==> config.mk <==
export PLATFORM = sky130hd
export DESIGN_NAME = content_length_message_deframer_top
export DESIGN_NICKNAME = d
export VERILOG_FILES = /design/src/sv/clmd_pkg.sv /design/src/sv/clmd_header_scan.sv /design/src/sv/content_length_message_deframer_top.sv
export SDC_FILE = /design/constraint.sdc
export NUM_CORES = 1
export LEC_CHECK = 0
export ABC_AREA = 1
export BUFFER_PORTS_ARGS = -buffer_cell sky130_fd_sc_hd__buf_4
export CAP_MARGIN = 20
export CORE_MARGIN = 5
export CORE_UTILIZATION = 56
export DETAILED_ROUTE_END_ITERATION = 7
export MAX_ROUTING_LAYER = met4
export PLACE_DENSITY_LB_ADDON = 0.1
export SLEW_MARGIN = 5
export SYNTH_ARGS = -nofsm -noshare
export SYNTH_HDL_FRONTEND = slang
export SYNTH_SLANG_ARGS = --single-unit
==> constraint.sdc <==
create_clock -name clk -period 4.6 [get_ports clk]
set_clock_uncertainty 0.2 [all_clocks]
set_input_delay 0.46 -clock clk [delete_from_list [all_inputs] [get_ports clk]]
set_output_delay 0.46 -clock clk [all_outputs]
set_load 0.02 [all_outputs]
==> src/sv/clmd_pkg.sv <==
// ----------------------------------------------------------------------------
// clmd_pkg
// Shared types and constants of the content-length message deframer.
// ----------------------------------------------------------------------------
`default_nettype none

package clmd_pkg;

    // Length field width and its saturation value
    localparam int LEN_W = 27;
    localparam logic [LEN_W-1:0] LEN_MAX = {LEN_W{1'b1}};

    // Reset value of the max_length register (100 MiB)
    localparam logic [LEN_W-1:0] MAX_LENGTH_RESET = LEN_W'(104857600);

    // Register byte addresses
    localparam logic [1:0] ADDR_MAX_LENGTH = 2'd0;

    // Header prefix "Content-Length: "
    localparam int PREFIX_LEN = 16;

    // Character codes
    localparam logic [7:0] CHAR_CR    = 8'h0D;
    localparam logic [7:0] CHAR_LF    = 8'h0A;
    localparam logic [7:0] CHAR_TAB   = 8'h09;
    localparam logic [7:0] CHAR_SPACE = 8'h20;
    localparam logic [7:0] CHAR_PLUS  = 8'h2B;
    localparam logic [7:0] CHAR_MINUS = 8'h2D;
    localparam logic [7:0] CHAR_ZERO  = 8'h30;
    localparam logic [7:0] CHAR_NINE  = 8'h39;
    localparam logic [7:0] CHAR_NUL   = 8'h00;
    localparam logic [7:0] CHAR_C     = 8'h43;

    // Result status codes
    typedef enum logic [1:0] {
        ST_BODY       = 2'd0,
        ST_NO_LENGTH  = 2'd1,
        ST_BAD_LENGTH = 2'd2,
        ST_STREAM_END = 2'd3
    } status_t;

    // Value parse phase, one-hot
    typedef enum logic [4:0] {
        PH_SEARCH = 5'b00001,
        PH_SPACE  = 5'b00010,
        PH_SIGN   = 5'b00100,
        PH_DIGITS = 5'b01000,
        PH_ENDED  = 5'b10000
    } phase_t;

    // Header verdict from the scanner to the top level
    typedef struct packed {
        logic             done;
        status_t          status;
        logic [LEN_W-1:0] length;
    } verdict_t;

    // Prefix character at a match position
    function automatic logic [7:0] prefix_char(input logic [3:0] pos);
        logic [7:0] c;
        case (pos)
            4'd0:    c = 8'h43; // C
            4'd1:    c = 8'h6F; // o
            4'd2:    c = 8'h6E; // n
            4'd3:    c = 8'h74; // t
            4'd4:    c = 8'h65; // e
            4'd5:    c = 8'h6E; // n
            4'd6:    c = 8'h74; // t
            4'd7:    c = 8'h2D; // -
            4'd8:    c = 8'h4C; // L
            4'd9:    c = 8'h65; // e
            4'd10:   c = 8'h6E; // n
            4'd11:   c = 8'h67; // g
            4'd12:   c = 8'h74; // t
            4'd13:   c = 8'h68; // h
            4'd14:   c = 8'h3A; // :
            default: c = 8'h20; // space
        endcase
        return c;
    endfunction

endpackage

`default_nettype wire

==> src/sv/clmd_header_scan.sv <==
// ----------------------------------------------------------------------------
// clmd_header_scan
// Header phase scanner: prefix match, length parse, terminator and count.
// ----------------------------------------------------------------------------
`default_nettype none

module clmd_header_scan
    import clmd_pkg::*;
#(
    parameter int HEADER_BYTES = 4096
)
(
    input  wire logic             clk,
    input  wire logic             rst_n,
    input  wire logic             step,
    input  wire logic             clear,
    input  wire logic [7:0]       data_byte,
    input  wire logic [LEN_W-1:0] max_length,
    output verdict_t              verdict
);

    localparam int CNT_W = $clog2(HEADER_BYTES);
    localparam logic [CNT_W-1:0] COUNT_LIMIT = CNT_W'(HEADER_BYTES - 1);

    logic [CNT_W-1:0] count_reg, count_next;
    logic [1:0]       term_reg, term_next;
    logic [4:0]       match_pos_reg, match_pos_next;
    phase_t           phase_reg, phase_next;
    logic             pending_cr_reg, pending_cr_next;
    logic             negative_reg, negative_next;
    logic             nul_reg, nul_next;
    logic [LEN_W-1:0] value_reg, value_next;
    logic             oversize_reg, oversize_next;

    // Scan results before the end-of-header clear
    logic [CNT_W-1:0] count_scan;
    logic [2:0]       term_scan;
    logic [4:0]       match_pos_scan;
    phase_t           phase_scan;
    logic             pending_cr_scan;
    logic             negative_scan;
    logic             nul_scan;
    logic [LEN_W-1:0] value_scan;
    logic             oversize_scan;

    logic             is_digit;
    logic             is_space;
    logic [LEN_W+3:0] acc;
    logic             acc_over;
    logic             done;

    // Byte classes and the times-ten accumulate
    always_comb
    begin
        is_digit = (data_byte >= CHAR_ZERO) && (data_byte <= CHAR_NINE);
        is_space = (data_byte == CHAR_SPACE) ||
                   ((data_byte >= CHAR_TAB) && (data_byte <= CHAR_CR));
        acc      = {1'b0, value_reg, 3'b000} + {3'b000, value_reg, 1'b0}
                 + {(LEN_W)'(0), data_byte[3:0] - CHAR_ZERO[3:0]};
        acc_over = oversize_reg || (acc > {4'b0000, LEN_MAX});
    end

    // Next state of the scanner
    always_comb
    begin
        count_scan      = count_reg + CNT_W'(1);
        match_pos_scan  = match_pos_reg;
        phase_scan      = phase_reg;
        pending_cr_scan = pending_cr_reg;
        negative_scan   = negative_reg;
        nul_scan        = nul_reg;
        value_scan      = value_reg;
        oversize_scan   = oversize_reg;

        // prefix match and value parse; a zero byte stops both
        if (!nul_reg)
        begin
            if (data_byte == CHAR_NUL)
            begin
                nul_scan = 1'b1;
            end
            else
            begin
                case (phase_reg)
                    PH_SEARCH:
                    begin
                        if (data_byte == prefix_char(match_pos_reg[3:0]))
                        begin
                            match_pos_scan = match_pos_reg + 5'd1;
                            if (match_pos_scan == 5'(PREFIX_LEN))
                                phase_scan = PH_SPACE;
                        end
                        else
                        begin
                            match_pos_scan = (data_byte == CHAR_C) ? 5'd1 : 5'd0;
                        end
                    end
                    PH_SPACE:
                    begin
                        if (pending_cr_reg && (data_byte == CHAR_LF))
                        begin
                            phase_scan = PH_ENDED;
                        end
                        else if (is_space)
                        begin
                            pending_cr_scan = (data_byte == CHAR_CR);
                        end
                        else if ((data_byte == CHAR_PLUS) || (data_byte == CHAR_MINUS))
                        begin
                            negative_scan = (data_byte == CHAR_MINUS);
                            phase_scan    = PH_SIGN;
                        end
                        else if (is_digit)
                        begin
                            oversize_scan = acc_over;
                            value_scan    = acc_over ? LEN_MAX : acc[LEN_W-1:0];
                            phase_scan    = PH_DIGITS;
                        end
                        else
                        begin
                            phase_scan = PH_ENDED;
                        end
                        if (phase_scan != PH_SPACE)
                            pending_cr_scan = 1'b0;
                    end
                    PH_SIGN, PH_DIGITS:
                    begin
                        if (is_digit)
                        begin
                            oversize_scan = acc_over;
                            value_scan    = acc_over ? LEN_MAX : acc[LEN_W-1:0];
                            phase_scan    = PH_DIGITS;
                        end
                        else
                        begin
                            phase_scan = PH_ENDED;
                        end
                    end
                    default:
                    begin
                    end
                endcase
            end
        end

        // CR LF CR LF tracking
        if ((term_reg == 2'd0) || (term_reg == 2'd2))
            term_scan = (data_byte == CHAR_CR) ? {1'b0, term_reg} + 3'd1 : 3'd0;
        else if (data_byte == CHAR_LF)
            term_scan = {1'b0, term_reg} + 3'd1;
        else
            term_scan = (data_byte == CHAR_CR) ? 3'd1 : 3'd0;

        done = (term_scan == 3'd4) || (count_scan == COUNT_LIMIT);

        // Verdict on the byte that ends the header
        verdict.done   = step && done;
        verdict.length = value_scan;
        if (phase_scan == PH_SEARCH)
            verdict.status = ST_NO_LENGTH;
        else if (negative_scan || oversize_scan || (value_scan == '0) ||
                 (value_scan > max_length))
            verdict.status = ST_BAD_LENGTH;
        else
            verdict.status = ST_BODY;

        // Commit, or clear after a header end or a stream end
        if (clear || (step && done))
        begin
            count_next      = '0;
            term_next       = 2'd0;
            match_pos_next  = 5'd0;
            phase_next      = PH_SEARCH;
            pending_cr_next = 1'b0;
            negative_next   = 1'b0;
            nul_next        = 1'b0;
            value_next      = '0;
            oversize_next   = 1'b0;
        end
        else if (step)
        begin
            count_next      = count_scan;
            term_next       = term_scan[1:0];
            match_pos_next  = match_pos_scan;
            phase_next      = phase_scan;
            pending_cr_next = pending_cr_scan;
            negative_next   = negative_scan;
            nul_next        = nul_scan;
            value_next      = value_scan;
            oversize_next   = oversize_scan;
        end
        else
        begin
            count_next      = count_reg;
            term_next       = term_reg;
            match_pos_next  = match_pos_reg;
            phase_next      = phase_reg;
            pending_cr_next = pending_cr_reg;
            negative_next   = negative_reg;
            nul_next        = nul_reg;
            value_next      = value_reg;
            oversize_next   = oversize_reg;
        end
    end

    // State registers
    always_ff @(posedge clk or negedge rst_n)
    begin
        if (!rst_n)
        begin
            count_reg      <= '0;
            term_reg       <= 2'd0;
            match_pos_reg  <= 5'd0;
            phase_reg      <= PH_SEARCH;
            pending_cr_reg <= 1'b0;
            negative_reg   <= 1'b0;
            nul_reg        <= 1'b0;
            value_reg      <= '0;
            oversize_reg   <= 1'b0;
        end
        else
        begin
            count_reg      <= count_next;
            term_reg       <= term_next;
            match_pos_reg  <= match_pos_next;
            phase_reg      <= phase_next;
            pending_cr_reg <= pending_cr_next;
            negative_reg   <= negative_next;
            nul_reg        <= nul_next;
            value_reg      <= value_next;
            oversize_reg   <= oversize_next;
        end
    end

endmodule

`default_nettype wire

==> src/sv/content_length_message_deframer_top.sv <==
// ----------------------------------------------------------------------------
// content_length_message_deframer_top
// Splits a byte stream into bodies framed by a "Content-Length: " header.
// ----------------------------------------------------------------------------
//  channel   direction  handshake                    payload
//  s_*       in         s_tvalid / s_tready          data_byte, end_of_stream
//  m_*       out        m_tvalid / m_tready          body_byte, last, status
//  apb       in         psel, penable, pwrite, pready max_length at 0x0
//
//  One byte per cycle while s_tready is high: a byte is handled in the cycle it
//  is accepted; its result, if any, is held in the output register next cycle.
//  s_tready is high while the output register is empty or being taken.
//  Header bytes give a result only when a header ends with no valid length.
//  rst_n clears all control state and sets max_length to 104857600.
// ----------------------------------------------------------------------------
`default_nettype none

module content_length_message_deframer_top
    import clmd_pkg::*;
#(
    parameter int HEADER_BYTES = 4096
)
(
    input  wire logic        clk,
    input  wire logic        rst_n,
    // input stream
    input  wire logic        s_tvalid,
    output logic             s_tready,
    input  wire logic [7:0]  s_tdata,   // [7:0] data_byte
    input  wire logic        s_tuser,   // [0] end_of_stream
    // output stream
    output logic             m_tvalid,
    input  wire logic        m_tready,
    output logic [7:0]       m_tdata,   // [7:0] body_byte
    output logic             m_tlast,   // last
    output logic [1:0]       m_tuser,   // [1:0] status
    // configuration
    input  wire logic        psel,
    input  wire logic        penable,
    input  wire logic        pwrite,
    input  wire logic [1:0]  paddr,
    input  wire logic [31:0] pwdata,
    output logic [31:0]      prdata,
    output logic             pready
);

    logic [LEN_W-1:0] max_length_reg;
    logic             in_body_reg, in_body_next;
    logic [LEN_W-1:0] remaining_reg, remaining_next;
    logic             out_valid_reg, out_valid_next;
    logic [7:0]       out_byte_reg, out_byte_next;
    logic             out_last_reg, out_last_next;
    status_t          out_status_reg, out_status_next;

    logic             accept;
    logic             scan_step;
    logic             scan_clear;
    logic [LEN_W-1:0] remaining_dec;
    verdict_t         verdict;

    // APB register port
    assign pready = 1'b1;
    assign prdata = (paddr == ADDR_MAX_LENGTH) ? {(32 - LEN_W)'(0), max_length_reg} : '0;

    always_ff @(posedge clk or negedge rst_n)
    begin
        if (!rst_n)
            max_length_reg <= MAX_LENGTH_RESET;
        else if (psel && penable && pwrite && pready && (paddr == ADDR_MAX_LENGTH))
            max_length_reg <= pwdata[LEN_W-1:0];
    end

    // Input handshake
    assign s_tready   = !out_valid_reg || m_tready;
    assign accept     = s_tvalid && s_tready;
    assign scan_step  = accept && !s_tuser && !in_body_reg;
    assign scan_clear = accept && s_tuser;

    clmd_header_scan #(
        .HEADER_BYTES (HEADER_BYTES)
    ) u_scan (
        .clk        (clk),
        .rst_n      (rst_n),
        .step       (scan_step),
        .clear      (scan_clear),
        .data_byte  (s_tdata),
        .max_length (max_length_reg),
        .verdict    (verdict)
    );

    // Body counter, phase and result selection
    always_comb
    begin
        remaining_dec   = (remaining_reg != '0) ? remaining_reg - LEN_W'(1) : remaining_reg;
        in_body_next    = in_body_reg;
        remaining_next  = remaining_reg;
        out_valid_next  = out_valid_reg && !m_tready;
        out_byte_next   = out_byte_reg;
        out_last_next   = out_last_reg;
        out_status_next = out_status_reg;

        if (accept)
        begin
            if (s_tuser)
            begin
                // stream end in either phase
                in_body_next    = 1'b0;
                remaining_next  = '0;
                out_valid_next  = 1'b1;
                out_byte_next   = 8'd0;
                out_last_next   = 1'b0;
                out_status_next = ST_STREAM_END;
            end
            else if (in_body_reg)
            begin
                remaining_next  = remaining_dec;
                in_body_next    = (remaining_dec != '0);
                out_valid_next  = 1'b1;
                out_byte_next   = s_tdata;
                out_last_next   = (remaining_dec == '0);
                out_status_next = ST_BODY;
            end
            else if (verdict.done)
            begin
                if (verdict.status == ST_BODY)
                begin
                    // valid length: body starts with the next byte
                    in_body_next   = 1'b1;
                    remaining_next = verdict.length;
                end
                else
                begin
                    out_valid_next  = 1'b1;
                    out_byte_next   = 8'd0;
                    out_last_next   = 1'b0;
                    out_status_next = verdict.status;
                end
            end
        end
    end

    // Control registers
    always_ff @(posedge clk or negedge rst_n)
    begin
        if (!rst_n)
        begin
            in_body_reg   <= 1'b0;
            remaining_reg <= '0;
            out_valid_reg <= 1'b0;
        end
        else
        begin
            in_body_reg   <= in_body_next;
            remaining_reg <= remaining_next;
            out_valid_reg <= out_valid_next;
        end
    end

    // Result payload register
    always_ff @(posedge clk)
    begin
        out_byte_reg   <= out_byte_next;
        out_last_reg   <= out_last_next;
        out_status_reg <= out_status_next;
    end

    assign m_tvalid = out_valid_reg;
    assign m_tdata  = out_byte_reg;
    assign m_tlast  = out_last_reg;
    assign m_tuser  = out_status_reg;

endmodule

`default_nettype wire
==> flow_summary.json <==
{
  "initial_core_util": 0.5664,
  "vdd_drop_max_v": 0.0005509,
  "r2r-start": "u_scan.value_reg[18]",
  "setup_viol_count_final": 41,
  "setup_tns_ns": -13.02,
  "cts_tree": "built",
  "cp_data_arrival_time_ns": 5.10,
  "viasPerCell": 5.493,
  "synth-simple-area-share": 0.3095,
  "grt_max_degree": 55,
  "hold_depth": 3,
  "crit_required_ns": 4.71,
  "die_y_um": 150.1,
  "fin_nets": 2012,
  "yosys_warnings": 0,
  "cts_num_sinks": 122,
  "core_area_um2": 19400,
  "gr-usage-all-layers": 0.3273,
  "hold_violations": 0,
  "yosysSeqAreaShare": 0.2833,
  "areaGrowthSynthToFinish_pct": 32.18,
  "hp-class": "in -> reg",
  "finalWirelength_mm": 36.16,
  "die-area_um2": 22520,
  "startpoint_type": "flip-flop",
  "use_met3": 0.05724,
  "end_kind": "flip-flop",
  "r2r-end": "remaining_reg[0]",
  "async_reset_ff_frac": 0.9098,
  "drc": 0,
  "firstDrtPassIters": 7,
  "status": "finished with violations",
  "period_share": 1.085,
  "wl_per_cell_um": 16.85,
  "crit_type": "reg -> reg",
  "pin_count": 96,
  "grt_antenna_before_repair": 0,
  "synth.top_cell.area_share": 0.2437,
  "grt_busiest_layer": "met2",
  "synth_cell_types": 57,
  "grtUsageMet1": 0.4531,
  "rows": 51,
  "whs_ns": 0.07714,
  "clk_pin_slew_ns": 0.06,
  "rsz0062_at_grt": "yes",
  "violations": "setup timing",
  "netlist_instances": 1643,
  "place_worst_setup_slack_ns": -0.5086,
  "synth_fa_ha_area_frac": 0.1084,
  "layout-drive-gt1-share": 0.2669,
  "syn_avg_cell_area_um2": 6.688,
  "ant_nets": 0,
  "fp.dieW_um": 150.1,
  "synth-seq-cells": 122,
  "ff2ff_setup_slack_ns": -0.39,
  "drt_iter0_drc": 1214,
  "port_buffers": 84,
  "crit_slowest_cell": "dfrtp_1",
  "synth_compound_area_frac": 0.1443,
  "clock.fmax_mhz": 200.3,
  "synthXorXnorAreaFrac": 0.03427,
  "drv_slew": 0,
  "worstHoldStart": "pwdata[9]",
  "utilization": 0.7487,
  "grtUsageMet2": 0.4897,
  "hold_end": "max_length_reg[9]",
  "synth_edf_count": 11,
  "overflow": 0,
  "synth_top_family_by_area": "simple AND/OR/NAND/NOR gates",
  "yosys.area.top_type": "dfrtp_1",
  "synth_area_leaders": "dfrtp_1, nand2_1, ha_1",
  "path_max_fanout": 8,
  "r2r_cells": 33,
  "yosys_most_used_dff": "dfrtp_1",
  "synthesis.area_um2": 10990,
  "synth.area.mux_share": 0,
  "p_per_area_nw_per_um2": 366.8,
  "hpwl_mm": 26.01,
  "finalWeightedCongestion": 0.9390,
  "fin_ws_ns": -0.3917,
  "grt_first_pass_wirelength_mm": 56.99,
  "max_cap_violations": 0,
  "cts_made_buffers": 17,
  "tightest_slew_ns": 1.029,
  "period_minus_slack_ns": 4.992,
  "antenna_cells": 0,
  "power_leakage_uw": 0.007531,
  "clock-root-buffer": "clkbuf_16",
  "clkLatencyLatePin_ns": 0.43,
  "clk_path_buf_depth": 2,
  "slew_headroom": 0.3134,
  "slowest_delay_ns": 0.43,
  "first_global_vias": 11131,
  "num_vias": 11789,
  "htree_levels": 4
}
-- cell families (layout without fill, tap and decap cells) --
logic type | Yosys count | count (layout)
fa+ha+maj | 94 | 94
buf+inv | 328 | 559
simple gates | 784 | 787
flops | 122 | 122
other cells | 2 | 6
compound gates | 270 | 270
xor+xnor | 43 | 43
-- stage by stage --
stage               power, uW  instances  instance area [um^2]
detailed placement       3803       2083                 12810
global route             5745       2146                 14520
finish                   5327       2146                 14520
floorplan                3232       1647                 11040
CTS                      5216       2140                 14090
global placement         3783       2083                 12810
-- cell usage in the layout, fill, tap and decap left out, types with 29 or more instances in the layout --
cell type / netlist / routed
ha_1: 92 / 58
nand2_2: 18 / 58
nand2_1: 347 / 301
o21ai_0: 56 / 53
dfrtp_1: 107 / 104
o22ai_1: 64 / 64
nor2_1: 229 / 219
buf_4: 8 / 232
nand3_1: 102 / 81
xor2_1: 29 / 29
inv_1: 269 / 256
a21oi_1: 96 / 85
-- area by class of cell --
class	count	area [um^2]
Tap cell	265	331.6
Fill cell	1562	4875
Sequential cell	122	3117
Clock buffer	19	442.9
Multi-Input combinational cell	1200	7423
Inverter	276	1044
Timing Repair Buffer	250	2039
Clock inverter	13	118.9
Timing Repair inverter	1	7.507
-- report_power, final --
group	switching (uW)	internal (uW)	total, uW	leakage, uW
registers	173	1260	1440	0.00154
logic	1650	947	2600	0.00572
clock network	534	759	1290	0.000268
-- metal layers --
metal	vias to the layer above	wire length [um]
li1	5775	-
met1	5408	15980
met2	527	15960
met3	79	3047
met4	0	1173
met5	-	0
-- critical path, delay by kind of cell (launching register included) --
| kind | cells | cell delay (ns) |
|---|---|---|
| buf+inv | 6 | 0.71 |
| fa+ha+maj | 3 | 1.02 |
| simple gates | 21 | 2.05 |
| compound gates | 3 | 0.47 |
| flops | 1 | 0.43 |
-- worst max path at each step --
stage	start	to	slack (ns)	cells after the start
after detailed placement	s_tdata[2]	remaining_reg[25]	-0.51	32
final	u_scan.value_reg[18]	remaining_reg[0]	-0.39	33
after global placement	s_tdata[2]	m_tdata[3]	-0.43	32
after global routing	u_scan.value_reg[0]	remaining_reg[0]	-0.63	35
after floorplan	s_tdata[3]	remaining_reg[15]	-0.13	35
after CTS	u_scan.value_reg[0]	remaining_reg[25]	-0.28	34
-- synth_stat cells, types with 11 or more instances --
cell type,count
nor2_1,229
dfrtp_1,107
xor2_1,29
nand4_1,22
a21oi_1,96
nand2_1,347
o21ai_0,56
ha_1,92
clkbuf_1,32
xnor2_1,14
inv_1,269
nor3_1,27
nand3_1,102
edfxtp_1,11
nand3_2,11
nand2_2,18
o22ai_1,64
a21oi_2,16
-- repair_timing --
action,CTS,global route
gates resized for setup,92,88
endpoints found under the hold margin,49,0
cloned,6,0
pin swaps,29,51
buffers inserted,19,6
hold buffers,1,0
setup endpoints to repair,41,41
Note: power is estimated with default switching activity, not from simulation.
